**config.mk**
```make
export PLATFORM = sky130hd
export DESIGN_NAME = bpm_position
export DESIGN_NICKNAME = d
export VERILOG_FILES = /design/src/hw/rtl/bpm_pkg.sv /design/src/hw/rtl/bpm_position.sv
export SDC_FILE = /design/constraint.sdc
export NUM_CORES = 1
export LEC_CHECK = 0
export ABC_AREA = 1
export BUFFER_PORTS_ARGS = -buffer_cell sky130_fd_sc_hd__buf_2
export CAP_MARGIN = 20
export CELL_PAD_IN_SITES_DETAIL_PLACEMENT = 2
export CELL_PAD_IN_SITES_GLOBAL_PLACEMENT = 2
export CORE_MARGIN = 3
export CORE_UTILIZATION = 26
export DETAILED_ROUTE_END_ITERATION = 7
export PLACE_DENSITY = 0.74
export SLEW_MARGIN = 30
export SYNTH_ARGS = -nofsm -noshare
export SYNTH_HDL_FRONTEND = slang
export SYNTH_SLANG_ARGS = --single-unit
```
**constraint.sdc**
```tcl
create_clock -name clk -period 2.9 [get_ports clk]
set_input_delay 0 -clock clk [delete_from_list [all_inputs] [get_ports clk]]
set_output_delay 0 -clock clk [all_outputs]
set_load 0.005 [all_outputs]
```
**src/hw/rtl/bpm_pkg.sv**
```systemverilog
// ----------------------------------------------------------------------------
// bpm_pkg
// Shared types and constants of the pixelate mosaic block: the item formats
// of both channels, register indexes and the geometry limits.
// ----------------------------------------------------------------------------
package bpm_pkg;

  // Geometry limits.
  localparam int MAX_WIDTH = 2048;
  localparam int MAX_BLOCK = 64;

  // Derived widths.
  localparam int COL_W   = $clog2(MAX_WIDTH);   // column position, store address
  localparam int BLK_W   = $clog2(MAX_BLOCK);   // position inside a block
  localparam int PIX_W   = 24;
  localparam int BSIZE_W = 7;
  localparam int IWID_W  = 12;
  localparam int CFG_W   = 12;
  localparam int IDX_W   = 1;

  // Configuration register indexes.
  localparam logic [IDX_W-1:0] REG_BLOCK_SIZE  = 1'b0;
  localparam logic [IDX_W-1:0] REG_IMAGE_WIDTH = 1'b1;

  // Incoming pixel item.
  typedef struct packed {
    logic       frame_start;
    logic [7:0] red;
    logic [7:0] green;
    logic [7:0] blue;
  } pix_in_t;

  // Result pixel item.
  typedef struct packed {
    logic [7:0] out_red;
    logic [7:0] out_green;
    logic [7:0] out_blue;
    logic       row_end;
  } pix_out_t;

  // Per-pixel decision from the position tracker.
  typedef struct packed {
    logic             store_wr;   // first row of a band, first column of a block
    logic             store_rd;   // later row of a band, first column of a block
    logic [COL_W-1:0] slot;       // store address for this pixel
    logic             last;       // last pixel of its row
  } pos_t;

endpackage

```
**src/hw/rtl/bpm_position.sv**
```systemverilog
// ----------------------------------------------------------------------------
// bpm_position
// Raster position tracker. Keeps the column and the place inside the current
// mosaic block, and tells for the pixel on the input whether the line store
// is written, read or left alone.
// ----------------------------------------------------------------------------
module bpm_position (
  input  logic                        clk,
  input  logic                        rst_n,
  input  logic                        accept,
  input  logic                        frame_start,
  input  logic [bpm_pkg::BSIZE_W-1:0] block_size,
  input  logic [bpm_pkg::IWID_W-1:0]  image_width,
  output bpm_pkg::pos_t               pos
);
  import bpm_pkg::*;

  logic [COL_W-1:0] col_r, col_nxt;
  logic [BLK_W-1:0] cib_r, cib_nxt;
  logic [BLK_W-1:0] rib_r, rib_nxt;
  logic [COL_W-1:0] col_cur;
  logic [BLK_W-1:0] cib_cur;
  logic [BLK_W-1:0] rib_cur;
  logic [BLK_W-1:0] blk_lim;
  logic [COL_W-1:0] col_lim;
  logic             last;

  // Last position inside a block, with zero and oversize codes clamped.
  always_comb begin
    if (block_size == '0) begin
      blk_lim = '0;
    end else if (block_size > BSIZE_W'(MAX_BLOCK)) begin
      blk_lim = BLK_W'(MAX_BLOCK - 1);
    end else begin
      blk_lim = BLK_W'(block_size - BSIZE_W'(1));
    end
  end

  // Last column of a row, with zero and oversize widths clamped.
  always_comb begin
    if (image_width == '0) begin
      col_lim = '0;
    end else if (image_width > IWID_W'(MAX_WIDTH)) begin
      col_lim = COL_W'(MAX_WIDTH - 1);
    end else begin
      col_lim = COL_W'(image_width - IWID_W'(1));
    end
  end

  // A frame start clears the counters before this pixel is placed.
  always_comb begin
    if (frame_start) begin
      col_cur = '0;
      cib_cur = '0;
      rib_cur = '0;
    end else begin
      col_cur = col_r;
      cib_cur = cib_r;
      rib_cur = rib_r;
    end
  end

  // Decision for the current pixel.
  always_comb begin
    last         = (col_cur >= col_lim);
    pos.store_wr = (cib_cur == '0) && (rib_cur == '0);
    pos.store_rd = (cib_cur == '0) && (rib_cur != '0);
    pos.slot     = col_cur;
    pos.last     = last;
  end

  // Counter advance; "at or past" compares keep mid-frame changes safe.
  always_comb begin
    if (last) begin
      col_nxt = '0;
      cib_nxt = '0;
      rib_nxt = (rib_cur >= blk_lim) ? '0 : rib_cur + BLK_W'(1);
    end else begin
      col_nxt = col_cur + COL_W'(1);
      cib_nxt = (cib_cur >= blk_lim) ? '0 : cib_cur + BLK_W'(1);
      rib_nxt = rib_cur;
    end
  end

  always_ff @(posedge clk) begin
    if (!rst_n) begin
      col_r <= '0;
      cib_r <= '0;
      rib_r <= '0;
    end else if (accept) begin
      col_r <= col_nxt;
      cib_r <= cib_nxt;
      rib_r <= rib_nxt;
    end
  end

endmodule

```
==> parameters.txt <==
Parameter                              Value

Run status
  Status    completed

Cells and area
  Antenna diodes    0
  Seq. cell area    about 460 sq um
  Combined area of the multi-input logic cells    approximately 0.0019 sq mm
  Share of the core filled with cells    a little under a third
  Filler cell count    ~1.3k
  Share of layout cells above drive strength 1    about 16%
  Layout overhead on the synthesized area    13.3%
  Nets    between 500 and 600
  Count of non-filler cells in the finished layout    between 500 and 600

Synth
  Warnings from Yosys    0
  Most common library cells after synthesis    104 x nand2_1, 59 x inv_1, 53 x nor2_1, 31 x ha_1, 31 x nand3_1
  Post-synth EDFFs    0
  Async SR Flop Fraction    0%
  Sequential share of the synthesized area    17.4%
  Flip-flop and latch count after synthesis    23
  Unique masters post-synth    31
  Synthesized area per cell    about 6.2 sq um
  Post-Synthesis Net Count    479
  Most area-consuming cells after synthesis    dfxtp_1 17%, nand2_1 15%, ha_1 15%
  Gate count after technology mapping    between 400 and 500
  Synth area leader    dfxtp_1
  Most frequent cell after synthesis    nand2_1
  Cell area after synthesis    about 0.0026 sq mm
  Top-area cell type share of the netlist area    around 17%
  Prevailing post-synth register cell    dfxtp_1

Clock tree
  CTS tree    built
  Source-to-sink clock delay at the later pin of the worst-skew pair    about 0.27 ns
  Clock H-tree levels    1
  Number of buffers on the longest clock path    2
  TritonCTS buffer count    3
  Clock Sinks    23
  Clock-pin transition on the worst setup and hold timing paths    approximately 0.090 ns
  Root Buffer Master    clkbuf_8
  Cells resized by post-CTS repair    0

Place
  Input/output buffers    36
  Placer congestion estimate    0.797
  Inst Count DP    approximately 600
  HPWL Detailed    just over 7 mm

STA
  Setup repair after global routing missed its margin    no
  Hold Violations, Final    0
  Setup TNS Final    0 ns
  Final setup vio count    0
  Post-layout min period    between 2 and 3 ns
  Final period utilization    between 80% and 90%
  Max Fclk    approximately 0.4 GHz
  Max-slew violation count    0
  Normalized max-slew margin    approximately three fifths
  Worst-margin pin slew    0.613 ns
  Clock Skew    0.00475 ns

Power and ir drop
  Maximum resistive drop on vdd    between 0.1 and 0.15 mV
  Leak    1.51 nW
  Final total power    between 0.0006 and 0.0007 W
  P per Cell Area    between 200 and 250 mW/mm^2

Setup path
  Setup crit start kind    primary input
  Kind of end point of the critical path    register
  Type of the worst setup path    in -> reg
  Cell count of the worst reg-to-reg path    14
  Data required time at the worst endpoint    between 3 and 4 ns
  Largest fanout of any net on the critical path    6
  CP Data Arrival Time    around 2.7 ns

Global route
  Initial antenna violation count    0
  Remaining global-route overflow    0
  Vias in the first global route    3,143
  Maximum number of pins on one net before global-route repair    21
  Overall fraction of global-route tracks in use    roughly 16%
  First-pass GRT wire length    14.8 mm

Worst hold path
  Worst Hold Depth    3
  Path class of the lowest-slack min-delay path    in -> reg

Drt
  Router iterations before antenna repair    2
  Routed WL    roughly 8.5 mm
  Count of nets left with antenna violations after detail routing    0
  Wire length per cell    ~14 um
  First-iteration detailed-routing DRC count    between 40 and 50
  Post-route DRC violation count    0
  Overall via count from detail_route    2,806
  Via-per-instance ratio    roughly 4.7

Floorplanning
  Overall die area    between 0.01 and 0.015 sq mm
  Total core area    0.00982 sq mm
  Die H    roughly 110 um
  Die X    roughly 110 um
  Number of I/O pins    37
  Initial Utilization    between 20% and 30%
  Row count    36

Run
  Number of maximum-capacitance violations    0
-- metrics by stage --
| step | setup slack, ns | cell area, sq um | hold slack (ns) |
|---|---|---|---|
| 6_report | 0.385 | 2990 | 0.199 |
| 5_1_grt | 0.0650 | 2990 | 0.213 |
| 4_1_cts | 0.284 | 2990 | 0.192 |
| 3_5_place_dp | 0.00215 | 2930 | 0.295 |
| 3_3_place_gp | 0.215 | 2930 | 0.294 |
| 2_1_floorplan | 0.838 | 2640 | 0.118 |
-- report_power, final --
group | total, W | switching, W | internal [W]
clock | 0.000213 | 0.000117 | 0.0000962
combinational | 0.000142 | 0.0000945 | 0.0000476
sequential | 0.000321 | 0.00000237 | 0.000319
-- what timing repair did --
action | 4_1_cts | 5_1_grt
buffers inserted | 0 | 0
hold endpoints to repair | 1 | 0
hold buffers | 1 | 0
-- cell usage in the layout, fill, tap and decap left out, drive strengths merged, types with 2 or more instances in the layout --
cell / instances
nand2: 112
inv: 66
nor2: 65
buf: 36
nand3: 34
ha: 31
a21oi: 28
dfxtp: 23
o21ai: 17
xor2: 16
nand4: 6
xnor2: 5
o21a: 5
clkbuf: 3
nor3: 3
clkinv: 3
nor4: 2
-- state kept, by name, summed over array words and instances (netlist names) --
register and flops:
col_r 11, rib_r 6, cib_r 6
-- cell type report --
| type | count | share of cell area (%) |
|---|---|---|
| timing repair buffer | 37 | 6.36 |
| sequential | 23 | 15.4 |
| multi-input combinational | 326 | 62.6 |
| inverter | 68 | 8.54 |
| clock inverter | 1 | 0.167 |
| tap | 133 | 5.57 |
| clock buffer | 3 | 1.38 |
-- routing by layer --
metal	track usage [%]	wire length [um]	up-vias
li1	-	-	1411
met1	19.5	3950	1362
met2	30.4	4340	29
met3	1.44	143	4
met4	1.64	46	0
met5	0	0	-
-- cell families (layout without fill, tap and decap cells) --
| kind of cell | count (synthesis) | count (layout) | synth area share, % |
|---|---|---|---|
| XOR/XNOR | 21 | 21 | 6.97 |
| AND/OR/NAND/NOR | 222 | 222 | 38.7 |
| flip-flops | 23 | 23 | 17.4 |
| buffers and inverters | 76 | 109 | 11.7 |
| adder cells (fa/ha/maj) | 31 | 31 | 14.7 |
| AO/OA/AOI/OAI | 52 | 52 | 10.5 |
-- path summary, 6_finish.rpt --
| path | startpoint | to | slack (ns) |
|---|---|---|---|
| setup / recovery | block_size[0] | rib_r[5]$_SDFFE_PN0P_ | 0.38 |
| hold reg to reg | cib_r[4]$_SDFFE_PN0P_ | cib_r[4]$_SDFFE_PN0P_ | 0.48 |
| setup reg to reg | col_r[6]$_SDFFE_PN0P_ | cib_r[2]$_SDFFE_PN0P_ | 0.73 |
| hold / removal | accept | col_r[5]$_SDFFE_PN0P_ | 0.20 |
-- critical path, cell delays in order --
cell,delay (ns)
buf_2,0.10
inv_1,0.11
ha_1,0.16
inv_1,0.04
nor4_1,0.29
nor2_1,0.15
o21ai_0,0.38
ha_1,0.32
nand2_1,0.10
inv_1,0.05
nand2_1,0.06
nand2_1,0.04
a21oi_1,0.44
nand3_1,0.13
nand2_1,0.10
nand3_1,0.07
a21oi_1,0.16
Power figures use the tool's default switching activity.
